$ cat config.mk
export PLATFORM = sky130hd
export DESIGN_NAME = lpfc_fifo
export DESIGN_NICKNAME = d
export VERILOG_FILES = /design/src/rtl/lidar_point_false_color_top_defines.svh /design/src/rtl/lpfc_fifo.sv
export SDC_FILE = /design/constraint.sdc
export NUM_CORES = 1
export LEC_CHECK = 0
export BUFFER_PORTS_ARGS = -buffer_cell sky130_fd_sc_hd__buf_4
export CORE_UTILIZATION = 48
export DETAILED_ROUTE_END_ITERATION = 8
export PLACE_DENSITY_LB_ADDON = 0.08
export SYNTH_ARGS = -nofsm -noshare
export SYNTH_HDL_FRONTEND = slang
export SYNTH_SLANG_ARGS = --single-unit
$ cat constraint.sdc
create_clock -name clk -period 2 [get_ports clk]
set_input_delay 0.1 -clock clk [delete_from_list [all_inputs] [get_ports clk]]
set_output_delay 0.1 -clock clk [all_outputs]
set_load 0.005 [all_outputs]
$ cat src/rtl/lidar_point_false_color_top_defines.svh
// Assertion helpers used by lpfc_back.
`ifndef LIDAR_POINT_FALSE_COLOR_TOP_DEFINES_SVH
`define LIDAR_POINT_FALSE_COLOR_TOP_DEFINES_SVH

`define LPFC_ASSERT_NEVER(lbl, expr) \
  lbl: assert property (@(posedge clk) disable iff (rst) !(expr)) \
    else $error("assertion failed");

`define LPFC_ASSERT_NEXT(lbl, cond, conseq) \
  lbl: assert property (@(posedge clk) disable iff (rst) (cond) |=> (conseq)) \
    else $error("assertion failed");

`endif

$ cat src/rtl/lpfc_fifo.sv
`default_nettype none
module lpfc_fifo #(
  parameter type T = logic,
  parameter int DEPTH = 4
) (
  input  wire logic clk,
  input  wire logic rst,
  input  wire logic wr,
  input  wire T     wdata,
  output logic      full,
  input  wire logic rd,
  output T          rdata,
  output logic      empty
);
  localparam int AW = (DEPTH > 1) ? $clog2(DEPTH) : 1;
  localparam int CW = $clog2(DEPTH + 1);

  T mem [DEPTH];
  logic [AW-1:0] wp;
  logic [AW-1:0] rp;
  logic [CW-1:0] count;
  logic do_wr;
  logic do_rd;

  assign full = (count == CW'(DEPTH));
  assign empty = (count == '0);
  assign do_wr = wr && !full;
  assign do_rd = rd && !empty;
  assign rdata = mem[rp];

  always_ff @(posedge clk) begin
    if (do_wr) begin
      mem[wp] <= wdata;
    end
  end

  always_ff @(posedge clk) begin
    if (rst) begin
      wp <= '0;
      rp <= '0;
      count <= '0;
    end else begin
      if (do_wr) begin
        wp <= (wp == AW'(DEPTH - 1)) ? '0 : wp + 1'b1;
      end
      if (do_rd) begin
        rp <= (rp == AW'(DEPTH - 1)) ? '0 : rp + 1'b1;
      end
      if (do_wr && !do_rd) begin
        count <= count + 1'b1;
      end else if (do_rd && !do_wr) begin
        count <= count - 1'b1;
      end
    end
  end
endmodule
`default_nettype wire

==> results.toml, run 1 <==
[sta]
slew_viol_final = 0
setup_viol = 0
rsz0062_at_grt = "yes"
fin_tns_setup_ns = 0
slew_headroom = 0.770
finalCriticalPeriod_ns = 1.95
final.period_utilization = 0.973
fmax_mhz = 514
skew_ns = 0.000907
hold_viol_final = 0
worst_slew_pin_slew_ns = 0.343

[clock_network]
clk_pin_slew_ns = 0.08
root_buffer = "clkbuf_4"
numCtsBuffers = 3
h-tree-depth = 1
cts_tree = "done"
insertion_delay_ns = 0.27
clock-sinks = 13
ctsLongestPathBuffers = 2

[worst_setup_path]
crit_chain = "or3b_4 > clkinv_8 > nor2_4 > ha_4 > inv_2 > fa_2 > xor2_1 > or3_1 > a21oi_2"
critPathBufInv = 2
slowest_delay_ns = 0.34
cpMaxStageDelayCell = "dfxtp_2"
crit_start = "count[2]"
crit_fanout = 3
r2r-start = "count[2]"
arrival_ns = 2.15
endpoint_kind = "flop"
startpoint_type = "flop"
cpLargestDelayFamily = "simple AND/OR/NAND/NOR gates"
crit_required_ns = 2.21
crit_type = "reg -> reg"

[synth]
yosys-top-cells-area = "dfxtp_1 (27%), edfxtp_1 (18%), ha_1 (11%), and3_1 (3.8%), o31ai_2 (3.8%)"
yosys.area.top_type = "dfxtp_1"
synth_area_um2 = 662
synth_edf_count = 4
syn_nets = 67
synthFlopType = "dfxtp_1"
yosys_warnings = 0
synth_top_area_frac = 0.272
syn_avg_cell_area_um2 = 12.0
yosysSeqAreaShare = 0.454
ys_types = 25
synth_seq_cells = 13
ys_async_sr_fraction = 0
syn_inst = 55

[global_route]
use_met1 = 0.209
grt_usage = 0.168
overflow = 0
grtUsageMet2 = 0.225
grt_pass1_wl_um = 1590
grt_max_degree = 9
grt_antenna_before_repair = 0
busiest_layer = "met2"
grt_pass1_vias = 390
grt_util_met3 = 0.0867

[detailed_routing]
routed_wirelength_um = 1000
drc = 0
wire_per_inst_um = 11.4
via_per_inst = 4.84
drt_iter0_markers = 4
vias = 426
ant_nets = 0
dr.pass1.iters = 4

[placement]
dp_hpwl_um = 748
io_buffers = 7
place_congestion = 0.654
dp_cells = 83
place_area_um2 = 781

[floorplan]
dieWidth_um = 39.1
fp.dieH_um = 39.1
core_um2 = 1280
die-area_um2 = 1530
start_util = 0.515
fp-row-count = 13
io_pins = 8

[layout]
drive_gt1_frac = 0.466
stdcell_count = 88
utilization = 0.651
fin_area_um2 = 837
nets = 86
diodes = 0
area_growth_syn_to_layout_pct = 26.5

[run_status]
outcome = "complete, no violations"

[job]
drv_cap = 0

[power]
p_leak_nw = 0.378
ir_worst_vdd_v = 0.000559
p_per_area_nw_per_um2 = 1160

[min_path]
hold_path.class = "in -> reg"
min-delay-start = "wdata"
## report_power, final
group	switching [W]	internal, W	total (W)
clock network	0.0000808	0.0000772	0.000158
logic	0.000187	0.000248	0.000435
registers	0.0000410	0.000336	0.000377
total	0.000309	0.000661	0.000970
## placed cells by master, fill, tap and decap left out, drive strengths merged
master,instances
clkbuf,4
buf,16
nor3,2
dfxtp,9
nand2,1
o21ai,2
or3b,1
or3,2
inv,3
o31ai,2
and3,4
a21oi,3
mux2i,2
ha,6
xor2,2
nand3,2
fa,1
bufinv,1
edfxtp,4
clkinv,1
mux4,1
nor2,4
## final timing paths
| kind | cells after the start | slack [ns] | to |
|---|---|---|---|
| worst max-delay path | 9 | 0.05 | count[2] |
| worst min-delay path | 1 | 0.03 | mem[3] |
| worst max register to register | 9 | 0.05 | count[2] |
| worst min register to register | 2 | 0.49 | flop |
## synth_stat cells (2+ instances only)
cell type  count
o31ai_2        2
xor2_1         2
inv_1          3
ha_1           6
dfxtp_1        9
mux2i_1        2
or3_1          2
edfxtp_1       4
nor2_1         3
nor3_1         2
a21oi_1        2
and3_1         4
nand3_1        2
## timing repair
item / 4_1_cts / 5_1_grt
pin swaps: 0 / 1
hold buffers: 0 / 0
resized for setup: 4 / 3
endpoints found under the setup margin: 1 / 1
setup buffers: 1 / 0
gates cloned: 0 / 0
## cell families after synthesis
| family | Yosys count | synth area share |
|---|---|---|
| flops | 13 | 0.454 |
| simple gates | 16 | 0.140 |
| xor+xnor | 2 | 0.0265 |
| mux | 3 | 0.0643 |
| compound gates | 7 | 0.0813 |
| fa+ha+maj | 7 | 0.144 |
| buf+inv | 7 | 0.0907 |
## layout make-up
cell class	instances	area (um2)
flip-flops and latches	13	304
inverters	5	45.0
clock buffers	4	26.3
fillers	103	448
well taps	15	18.8
repair buffers	16	120
multi-input cells	35	323
## metal layers
layer / share of wire / wire (um) / up-vias
met4: 0 / 0 / 0
met5: 0 / 0 / -
met3: 0.024 / 24 / 0
met1: 0.48 / 476 / 196
met2: 0.50 / 499 / 3
li1: - / - / 227
## metrics by stage
stage / hold slack (ns) / power, W / worst slack (ns)
6_report: 0.0288 / 0.000970 / 0.0544
5_1_grt: 0.00416 / 0.00107 / -0.0403
4_1_cts: 0.0193 / 0.000952 / 0.0388
3_5_place_dp: 0.308 / 0.000769 / -0.0378
3_3_place_gp: 0.302 / 0.000759 / -0.0220
2_1_floorplan: 0.199 / 0.000623 / 0.0253
Note: power is estimated with default switching activity, not from simulation.
==> run 2: changes to the inputs <==
Settings changed: CORE_AREA from default to 2 2 39 41, CORE_UTILIZATION 48 to default, DIE_AREA from default to 0 0 41 43, SETUP_SLACK_MARGIN from default to 0.15.
Clock period 2 ns to 2.47 ns, I/O delays scaled along.
==> run 2 against run 1 <==
  * Total power decreased by 27%
  * First-iteration DRC count grew 25%
  * Critical path type unchanged
  * Worst setup slack better by 0.30 ns
  * Clock skew up 0.0030 ns
  * Utilization decreased by 9.8 points
  * Maximum frequency is 8.2% lower
  * Count of clock-buffer cells in the layout stayed put
  * Routed wire length is 12% lower
==> results.toml, run 2 (synthesis gave the netlist of run 1 again) <==
[sta]
slew_viol_final = 0
worst_slew_pin_slew_ns = 0.274
fin_tns_setup_ns = 0
setup_ws_ns = 0.350
hold_viol_final = 0
rsz0062_at_grt = "no"
setup_viol = 0
skew_ns = 0.00394
slew_headroom = 0.817
finalCriticalPeriod_ns = 2.12
final.period_utilization = 0.858
fmax_mhz = 472

[worst_setup_path]
crit_start = "count[2]"
arrival_ns = 2.32
r2r_slack_ns = 0.35
crit_type = "reg -> reg"
crit_required_ns = 2.67
crit_end = "count[2]"
crit_fanout = 7
startpoint_type = "flop"
r2r_cells = 9
regToRegEndpoint = "count[2]"
r2r-start = "count[2]"
endpoint_kind = "flop"

[layout]
layout_common_cells = "dfxtp_1 (8), buf_4 (8), ha_1 (6)"
fin_area_um2 = 766
area_growth_syn_to_layout_pct = 15.7
drive_gt1_frac = 0.308
nets = 78
diodes = 0

[global_route]
grt_antenna_before_repair = 0
overflow = 0
grt_pass1_vias = 360
grt_usage = 0.141
grt_pass1_wl_um = 1580
grt_max_degree = 9

[detailed_routing]
dr_wl_met2_um = 431
drt_iter0_markers = 5
via_per_inst = 4.98
routed_wirelength_um = 885
wire_per_inst_um = 10.9
wl_met3_um = 29
drc = 0
vias = 403
dr.pass1.iters = 3
ant_nets = 0
m1WireLength_um = 424
highest_layer = "met3"

[clock_network]
ctsHoldBuffers = 0
cts.repair.resized = 0
numCtsBuffers = 3
clock-sinks = 13
insertion_delay_ns = 0.27
cts_tree = "done"
ctsLongestPathBuffers = 2
root_buffer = "clkbuf_4"
h-tree-depth = 1
postCtsSetupBuffers = 0
clk_pin_slew_ns = 0.08

[floorplan]
fp.dieH_um = 43
io_pins = 8
core_um2 = 1380
start_util = 0.478
dieWidth_um = 41
fp-row-count = 14
die-area_um2 = 1760

[placement]
dp_slack_ns = 0.207
place_area_um2 = 727
place_congestion = 0.677
dp_hpwl_um = 689
io_buffers = 7

[job]
drv_cap = 0

[power]
combPwrFrac = 0.389
netSwitchingFraction = 0.325
power.total_w = 0.000709
p_switching_w = 0.000231
p_seq_frac = 0.434
p_leak_nw = 0.340
internal_power_w = 0.000478
p_per_area_nw_per_um2 = 926
ir_worst_vdd_v = 0.000441
clkPwrFrac = 0.177

[run_status]
outcome = "complete, no violations"

[min_path]
hold_path.class = "in -> reg"
run 2: worst min-delay path by stage:
stage           from     end  cells after the start
6_report       wdata  mem[0]                      1
4_1_cts        wdata  mem[2]                      1
2_1_floorplan  wdata  mem[0]                      0
3_5_place_dp   wdata  mem[2]                      1
5_1_grt        wdata  mem[2]                      1
3_3_place_gp   wdata  mem[2]                      1
run 2: through the flow:
stage / util / hold slack (ns) / instances
2_1_floorplan: - / 0.222 / 55
3_3_place_gp: 0.525 / 0.329 / 77
3_5_place_dp: 0.525 / 0.334 / 77
4_1_cts: 0.544 / 0.0495 / 81
5_1_grt: 0.553 / 0.0334 / 81
6_report: 0.553 / 0.0552 / 81
run 2: power groups by stage:
| stage | Sequential (W) | Combinational, W | Clock [W] |
|---|---|---|---|
| 2_1_floorplan | 0.000307 | 0.000194 | 0 |
| 3_3_place_gp | 0.000308 | 0.000264 | 0 |
| 3_5_place_dp | 0.000307 | 0.000267 | 0 |
| 4_1_cts | 0.000302 | 0.000270 | 0.000133 |
| 5_1_grt | 0.000315 | 0.000318 | 0.000148 |
| 6_report | 0.000308 | 0.000276 | 0.000126 |
run 2: routing by layer:
layer	GRT usage	vias up
met5	0	-
met4	0.100	0
met3	0.0628	0
met2	0.172	3
met1	0.189	189
li1	-	211
run 2: cell type report:
type                    instances  area, um2
flip-flops and latches         13        302
repair buffers                  8       60.1
clock buffers                   4       26.3
well taps                      16       20.0
inverters                       5       45.0
fillers                       130        618
multi-input cells              35        313
run 2: worst max-delay path, cell delays in order (launching register included):
cell and delay (ns):
dfxtp_1 0.36, or3b_4 0.33, clkinv_8 0.06, nor2_4 0.09, ha_1 0.18, inv_1 0.06, fa_1 0.37, xor2_1 0.16
or3_1 0.30, a21oi_1 0.14
