==> config.mk <==
export PLATFORM = sky130hd
export DESIGN_NAME = lpfc_front
export DESIGN_NICKNAME = d
export VERILOG_FILES = /design/src/rtl/lidar_point_false_color_top_defines.svh /design/src/rtl/lpfc_pkg.sv /design/src/rtl/lpfc_front.sv
export SDC_FILE = /design/constraint.sdc
export NUM_CORES = 1
export LEC_CHECK = 0
export BUFFER_PORTS_ARGS = -buffer_cell sky130_fd_sc_hd__buf_2
export CAP_MARGIN = 10
export CELL_PAD_IN_SITES_DETAIL_PLACEMENT = 0
export CELL_PAD_IN_SITES_GLOBAL_PLACEMENT = 1
export CORE_AREA = 5 5 155 157
export DETAILED_ROUTE_END_ITERATION = 7
export DIE_AREA = 0 0 160 162
export PLACE_DENSITY = 0.81
export REMOVE_ABC_BUFFERS = 1
export SLEW_MARGIN = 10
export SYNTH_ARGS = -nofsm -noshare
export SYNTH_HDL_FRONTEND = slang
export SYNTH_SLANG_ARGS = --single-unit
export TNS_END_PERCENT = 30
==> constraint.sdc <==
create_clock -name clk -period 12.7 [get_ports clk]
set_input_delay 1.27 -clock clk [delete_from_list [all_inputs] [get_ports clk]]
set_output_delay 1.27 -clock clk [all_outputs]
set_load 0.02 [all_outputs]
==> src/rtl/lidar_point_false_color_top_defines.svh <==
// Assertion helpers used by lpfc_back.
`ifndef LIDAR_POINT_FALSE_COLOR_TOP_DEFINES_SVH
`define LIDAR_POINT_FALSE_COLOR_TOP_DEFINES_SVH

`define LPFC_ASSERT_NEVER(lbl, expr) \
  lbl: assert property (@(posedge clk) disable iff (rst) !(expr)) \
    else $error("assertion failed");

`define LPFC_ASSERT_NEXT(lbl, cond, conseq) \
  lbl: assert property (@(posedge clk) disable iff (rst) (cond) |=> (conseq)) \
    else $error("assertion failed");

`endif

==> src/rtl/lpfc_pkg.sv <==
`default_nettype none
package lpfc_pkg;

  typedef enum logic [1:0] {
    MODE_POLY      = 2'd0,
    MODE_CAMERA    = 2'd1,
    MODE_INTENSITY = 2'd2,
    MODE_UNUSED    = 2'd3
  } mode_t;

  localparam logic REG_MODE   = 1'b0;
  localparam logic REG_PERIOD = 1'b1;

  localparam logic [21:0] CYCLE_RESET = 22'd65000;
  localparam logic [21:0] CYCLE_MIN   = 22'd6;
  localparam logic [21:0] LEVEL_SEG   = 22'd42;
  // ceil(2^25 / 6); exact division by six for any 22-bit value.
  localparam logic [22:0] SIXTH_MUL   = 23'd5592406;

  typedef struct packed {
    logic signed [19:0] pos_x;
    logic signed [19:0] pos_y;
    logic signed [19:0] pos_z;
    logic [31:0]        flight_time;
    logic [7:0]         echo_level;
    logic [7:0]         cam_red;
    logic [7:0]         cam_green;
    logic [7:0]         cam_blue;
    logic [31:0]        stamp_sec;
    logic [19:0]        stamp_usec;
  } point_t;

  typedef struct packed {
    logic signed [19:0] out_x;
    logic signed [19:0] out_y;
    logic signed [19:0] out_z;
    logic [7:0]         red;
    logic [7:0]         green;
    logic [7:0]         blue;
    logic [7:0]         out_level;
    logic [31:0]        out_sec;
    logic [19:0]        out_usec;
  } color_t;

  typedef struct packed {
    mode_t       mode;
    logic [21:0] cyc;
    point_t      pt;
  } work_t;

  function automatic logic [23:0] edge_color(input logic [2:0] k);
    logic [23:0] c;
    case (k)
      3'd0: c = 24'hffff00;
      3'd1: c = 24'hff0000;
      3'd2: c = 24'hff00ff;
      3'd3: c = 24'h0000ff;
      3'd4: c = 24'h00ffff;
      3'd5: c = 24'h00ff00;
      default: c = 24'hffff00;
    endcase
    return c;
  endfunction

  function automatic logic [23:0] blend(input logic [2:0] cls, input logic [7:0] step);
    logic [2:0]  k;
    logic [2:0]  kn;
    logic [23:0] base;
    logic [23:0] nxt;
    logic [23:0] diff;
    logic [23:0] delta;
    k = (cls >= 3'd6) ? 3'd0 : cls;
    kn = (k == 3'd5) ? 3'd0 : k + 3'd1;
    base = edge_color(k);
    nxt = edge_color(kn);
    diff = base ^ nxt;
    if (diff[7:0] != 8'd0) begin
      delta = {16'd0, step};
    end else if (diff[15:8] != 8'd0) begin
      delta = {8'd0, step, 8'd0};
    end else begin
      delta = {step, 16'd0};
    end
    return (nxt > base) ? base + delta : base - delta;
  endfunction

endpackage
`default_nettype wire

==> src/rtl/lpfc_front.sv <==
`default_nettype none
module lpfc_front (
  input  wire logic            clk,
  input  wire logic            rst,
  input  wire logic            cfg_write,
  input  wire logic            cfg_index,
  input  wire logic [21:0]     cfg_data,
  input  wire logic            push,
  input  wire lpfc_pkg::point_t point,
  output logic                 full,
  output logic                 work_valid,
  output lpfc_pkg::work_t      work,
  input  wire logic            work_full
);
  lpfc_pkg::mode_t mode;
  logic [21:0] cycle;
  logic ready;

  assign ready = !work_valid || !work_full;
  assign full = !ready;

  always_ff @(posedge clk) begin
    if (rst) begin
      mode <= lpfc_pkg::MODE_POLY;
      cycle <= lpfc_pkg::CYCLE_RESET;
    end else if (cfg_write) begin
      case (cfg_index)
        lpfc_pkg::REG_MODE: mode <= lpfc_pkg::mode_t'(cfg_data[1:0]);
        lpfc_pkg::REG_PERIOD: cycle <= cfg_data;
        default: ;
      endcase
    end
  end

  always_ff @(posedge clk) begin
    if (rst) begin
      work_valid <= 1'b0;
    end else if (push && ready) begin
      work_valid <= (point.pos_z != 20'sd0);
    end else if (!work_full) begin
      work_valid <= 1'b0;
    end
  end

  always_ff @(posedge clk) begin
    if (push && ready) begin
      work.mode <= mode;
      work.cyc <= (cycle < lpfc_pkg::CYCLE_MIN) ? lpfc_pkg::CYCLE_MIN : cycle;
      work.pt <= point;
    end
  end
endmodule
`default_nettype wire

==> results of run 1 <==
## cell families after synthesis
group,count (synthesis)
buf+inv,25
compound gates,16
flops,225
mux,2
simple gates,77
## worst paths after layout
| check | slack [ns] | startpoint | cells after the start | to |
|---|---|---|---|---|
| worst min-delay path | 0.43 | mode[1] | 0 | work[199] |
| worst min register to register | 0.43 | mode[1] | 0 | work[199] |
| worst max register to register | 10.65 | work_valid | 3 | work[176] |
| worst max-delay path | 9.66 | work_full | 3 | full |
## routing by layer
| metal | up-vias | wire length (um) | track usage [%] |
|---|---|---|---|
| met5 | - | 0 | 0 |
| met4 | 0 | 602 | 4.11 |
| met3 | 38 | 1880 | 4.90 |
| met2 | 242 | 10600 | 25.9 |
| met1 | 2218 | 7420 | 17.2 |
| li1 | 2110 | - | - |
## where the power goes
part / internal [W] / switching (W) / leakage (nW)
logic: 0.0000510 / 0.0000992 / 1.77
registers: 0.000857 / 0.0000123 / 2.13
clock network: 0.000474 / 0.000272 / 0.413
total: 0.00138 / 0.000383 / 4.32
## synthesized netlist by cell type
cell type,instances
nor2b_1,2
nor3_1,1
or4_1,1
clkbuf_1,23
nor2_1,3
and2_1,1
o21a_1,1
and2_0,1
buf_2,2
nand3b_1,11
dfxtp_1,25
o21bai_1,2
nand4_1,2
a21oi_1,12
nor4_1,8
mux2i_1,2
nand2_1,47
o31a_1,1
edfxtp_1,200
## stage by stage
stage                     utilization (%)  cell area (um2)  std cells  power (W)
final                                45.9            10300       1055    0.00177
after global routing                 45.9            10300       1055    0.00183
after CTS                            45.9            10300       1055    0.00179
after detailed placement             42.0             9400       1011    0.00104
after global placement               42.0             9400       1011    0.00103
after floorplan                         -             6990        320   0.000965
## layout by cell type, fill, tap and decap left out
| cell | synthesis | layout |
|---|---|---|
| o21bai_1 | 2 | 2 |
| buf_12 | 0 | 1 |
| a21oi_1 | 12 | 12 |
| mux2i_1 | 2 | 2 |
| or4_1 | 1 | 1 |
| and2_0 | 1 | 1 |
| and2_1 | 1 | 1 |
| clkbuf_1 | 23 | 6 |
| nand3b_1 | 11 | 11 |
| edfxtp_1 | 200 | 200 |
| dfxtp_1 | 25 | 25 |
| clkbuf_16 | 0 | 26 |
| nor4_1 | 8 | 8 |
| nor2b_1 | 2 | 1 |
| clkinv_2 | 0 | 3 |
| o31a_1 | 1 | 1 |
| nand2_1 | 47 | 47 |
| nand4_1 | 2 | 2 |
| clkinvlp_4 | 0 | 2 |
| bufinv_16 | 0 | 5 |
| nor2_1 | 3 | 3 |
| o21a_1 | 1 | 1 |
| buf_2 | 2 | 405 |
| nor3_1 | 1 | 1 |
| clkinv_1 | 0 | 2 |
| nor2b_4 | 0 | 1 |
## registers in the layout, indices dropped and copies added, names as in the netlist
register	flops
cycle	22
mode	2
work	200
work_valid	1
## layout make-up
cell class	count	share of cell area (%)
multi-input cells	95	4.77
clock inverters	12	1.83
repair buffers	406	20.0
flip-flops and latches	225	63.4
well taps	285	3.48
clock buffers	32	6.56
## critical path: stages
cell	delay, ns
buf_2	0.09
and2_1	0.21
buf_2	0.20
==> impl_metrics.yaml, run 1 <==
routing:
  drc_errors: 0
  drt_iter0_drc: 380
  vias: 4608
  viasPerCell: 4.37
  drt-total-wl_mm: 20.5
  ant_nets: 0
  post_drt_wl_per_cell_um: 19.4
  drtPass1Iterations: 4
critical_path:
  critPathCaptureType: "output port"
  cp.arrival_ns: 1.77
  critPathMaxFanout: 3
  critPathKind: "primary input to output port"
  critPathLaunchType: "primary input"
  worstPathRequired_ns: 11.43
floorplanning:
  ios: 406
  start_util_pct: 31.7
  coreArea_mm2: 0.0224
  die_area_mm2: 0.0259
  die_x_um: 160
  fp-row-count: 55
  die_y_um: 162
logic_synthesis:
  postSynthCellCount: 345
  yosys.area_share.simple_pct: 5.23
  synth_area_leader_cell: "edfxtp_1"
  synth_top_family_by_area: "simple AND/OR/NAND/NOR gates"
  synth_area_leaders: "edfxtp_1 85%, dfxtp_1 7.1%, nand2_1 2.5%"
  synth_compound_gate_area_share_pct: 1.29
  synth.cell_area_mm2: 0.00708
  synth_top_area_share_pct: 84.8
  synth_seq_cells: 225
  ys_warn_count: 0
  synth.distinct_cells: 19
  synth_mux_area_share_pct: 0.283
  synthAdderAreaFrac_pct: 0
  syn_avg_cell_area_um2: 20.5
  synth-seq-area-share_pct: 91.8
  synth_xor_area_share_pct: 0
sta:
  period_minus_slack_ns: 3.04
  rsz0062_at_grt: "no"
  hold_viol_final: 0
  worst_slew_pin_slew_ns: 1.29
  finalSetupTns_ns: 0
  clock.fmax_ghz: 0.329
  drv_slew: 0
  max_slew_margin_pct: 14.1
  period_share_pct: 23.9
  worst_slack_ns: 9.66
  hold_ws_ns: 0.431
  skew_ns: 0.00692
  finalSetupViolCount: 0
cts:
  h-tree-depth: 1
  cts_tree: "built"
  path_clk_slew_ns: 0.06
  post_cts_buffers: 0
  hold_buffers: 0
  clk_latency_ns: 0.50
  cts_buffer_depth: 3
  clkSinkCount: 225
  cts_resized: 0
  root_buffer: "clkbuf_16"
  cts-buffers-inserted: 24
placed_design:
  numPortBuffers: 405
  dp_hpwl_mm: 15.4
  post-place-ws_ns: 9.66
  place_congestion: 0.791
global_route:
  grt_max_degree: 201
  antenna_found_initial: 0
  grt_pass1_vias: 4644
  overflow: 0
  grt_pass1_wl_mm: 29.1
  grtUsageTotal_pct: 14.7
cells_and_area:
  nNetsFinal: 956
  syn_to_final_growth_pct: 44.8
  regArea_mm2: 0.00651
  drive_gt1_share_pct: 57.5
  fillCellCount: 1970
  multiInputGateArea_um2: 489
  antenna_cells: 0
job:
  maxCapViolCount: 0
pwr:
  powerDensity_mw_per_mm2: 172
  ir_worst_vdd_mv: 0.0901
  p_leak_nw: 4.32
outcome:
  outcome: "finished, final reports clean"
hold_path:
  hp-class: "register to register"
No activity file was read; power rests on OpenSTA's default activity.
==> run 2: changes to the inputs <==
CORE_AREA = default   (was 5 5 155 157)
CORE_MARGIN = 5   (was default)
CORE_UTILIZATION = 31   (was default)
DIE_AREA = default   (was 0 0 160 162)
PLACE_DENSITY = 0.83   (was 0.81)
clock period = 2.69 ns   (was 12.7 ns; I/O delays follow)
==> run 2 against run 1 <==
Effect of this change:
- die area grew 0.22%
- hold slack lost 0.41 ns
- sequential power rose to 4.7 times the previous value
- sequential cell count unchanged
- clock skew down 0.0023 ns
- non-clock buffer count up 197
- register-to-register slack worse by 9.6 ns
- sequential share of layout area fell by 9.9 points
- critical endpoint is now work_valid
- largest power group unchanged
==> impl_metrics.yaml, run 2 (synthesis results as in run 1) <==
routing:
  post_drt_wl_per_cell_um: 19.4
  viasPerCell: 4.39
  drt_iter0_drc: 338
  vias: 5486
  drc_errors: 0
  ant_nets: 0
  drt-total-wl_mm: 24.2
  drtPass1Iterations: 5
cts:
  cts_tree: "built"
  cts_resized: 0
  clkSinkCount: 225
  path_clk_slew_ns: 0.06
  post_cts_buffers: 0
  cts_buffer_depth: 3
  clk_latency_ns: 0.50
  h-tree-depth: 1
  root_buffer: "clkbuf_16"
  cts-buffers-inserted: 24
critical_path:
  r2r_slack_ns: 1.01
  critPathLaunchType: "primary input"
  critPathCaptureType: "register"
  worstPathRequired_ns: 3.08
  critPathMaxFanout: 2
  r2r_end: "work[156]"
  cp.arrival_ns: 2.31
  rr_worst_depth: 3
  critPathKind: "primary input to register"
  r2r-start: "work_valid"
global_route:
  grt_pass1_vias: 5912
  overflow: 0
  antenna_found_initial: 1
  grt_max_degree: 84
  grt_pass1_wl_mm: 35.5
  grtUsageTotal_pct: 17.5
cells_and_area:
  layout_common_cells: "405 x buf_2, 200 x edfxtp_1, 194 x dlygate4sd3_1"
  drive_gt1_share_pct: 45.7
  layout.cells.most_common: "buf_2"
  largest_reg_flops: 200
  fin_util_pct: 53.9
  reg_top3: "work x200, cycle x22, mode x2"
  syn_to_final_growth_pct: 71.6
  max_flop_register: "work"
  nNetsFinal: 1153
sta:
  rsz0062_at_grt: "no"
  finalSetupViolCount: 0
  worst_slew_pin_slew_ns: 1.16
  max_slew_margin_pct: 22.4
  skew_ns: 0.00462
  clock.fmax_ghz: 0.521
  drv_slew: 0
  period_share_pct: 71.3
  period_minus_slack_ns: 1.92
  hold_viol_final: 0
pwr:
  power_w: 0.00831
  ir_worst_vdd_mv: 0.445
  powerDensity_mw_per_mm2: 683
  p_leak_nw: 5.10
hold_path:
  hp-class: "primary input to register"
  hold_end: "cycle[4]"
  holdPathStages: 3
  hold_start: "cfg_data[4]"
floorplanning:
  die_area_mm2: 0.0260
  ios: 406
  die_y_um: 161
  start_util_pct: 31.4
  fp-row-count: 55
  coreArea_mm2: 0.0226
  die_x_um: 161
placed_design:
  place_congestion: 0.812
  dp_hpwl_mm: 16.1
  numPortBuffers: 405
job:
  maxCapViolCount: 0
outcome:
  outcome: "finished, final reports clean"
## run 2: per-layer routing
metal,GRT usage [%],vias to the layer above,part of all wire [%]
met1,19.7,2667,36
met3,5.21,49,7.5
met2,32.1,272,53
li1,-,2496,-
met5,0,-,0.054
met4,5.39,2,3.5
## run 2: final cells by class
| class | instances | area (um2) |
|---|---|---|
| Clock buffer | 34 | 659 |
| Timing Repair Buffer | 603 | 4040 |
| Tap cell | 285 | 357 |
| Clock inverter | 6 | 106 |
| Antenna cell | 1 | 2.50 |
| Fill cell | 1772 | 10400 |
| Multi-Input combinational cell | 95 | 489 |
| Sequential cell | 225 | 6510 |
## run 2: power breakdown
part | switching (W) | internal [W] | total (W)
registers | 0.0000645 | 0.00404 | 0.00411
clock network | 0.00125 | 0.00198 | 0.00323
logic | 0.000534 | 0.000434 | 0.000968
total | 0.00185 | 0.00646 | 0.00831
## run 2: per-stage QoR
stage	instances	worst slack, ns	hold slack, ns	setup TNS (ns)	cell area [um2]
2_1_floorplan	320	-7.47	0.338	-1493.65	6990
3_3_place_gp	1014	0.594	0.415	0	9450
3_5_place_dp	1014	0.669	0.423	0	9450
4_1_cts	1248	0.639	0.00123	0	12200
5_1_grt	1248	0.684	0.0102	0	12200
6_report	1249	0.772	0.0236	0	12200
## run 2: critical path, cell delays in order
cell and delay (ns):
dlygate4sd3_1 0.54, buf_2 0.13, nor4_1 0.56, buf_4 0.22, nand4_1 0.22, o31a_1 0.36
## run 2: how the worst max path moves through the flow
stage	startpoint	endpoint	slack, ns	cells past startpoint
floorplan	work_valid	work[0]	-7.47	2
global placement	point[117]	work_valid	0.59	5
detailed placement	point[117]	work_valid	0.67	5
CTS	point[117]	work_valid	0.64	6
global route	point[125]	work_valid	0.68	6
finish	point[117]	work_valid	0.77	6
## run 2: repair_timing
item / in CTS / in global routing
endpoints found under the hold margin: 194 / 0
setup endpoints to repair: 0 / 0
hold buffers: 194 / 0
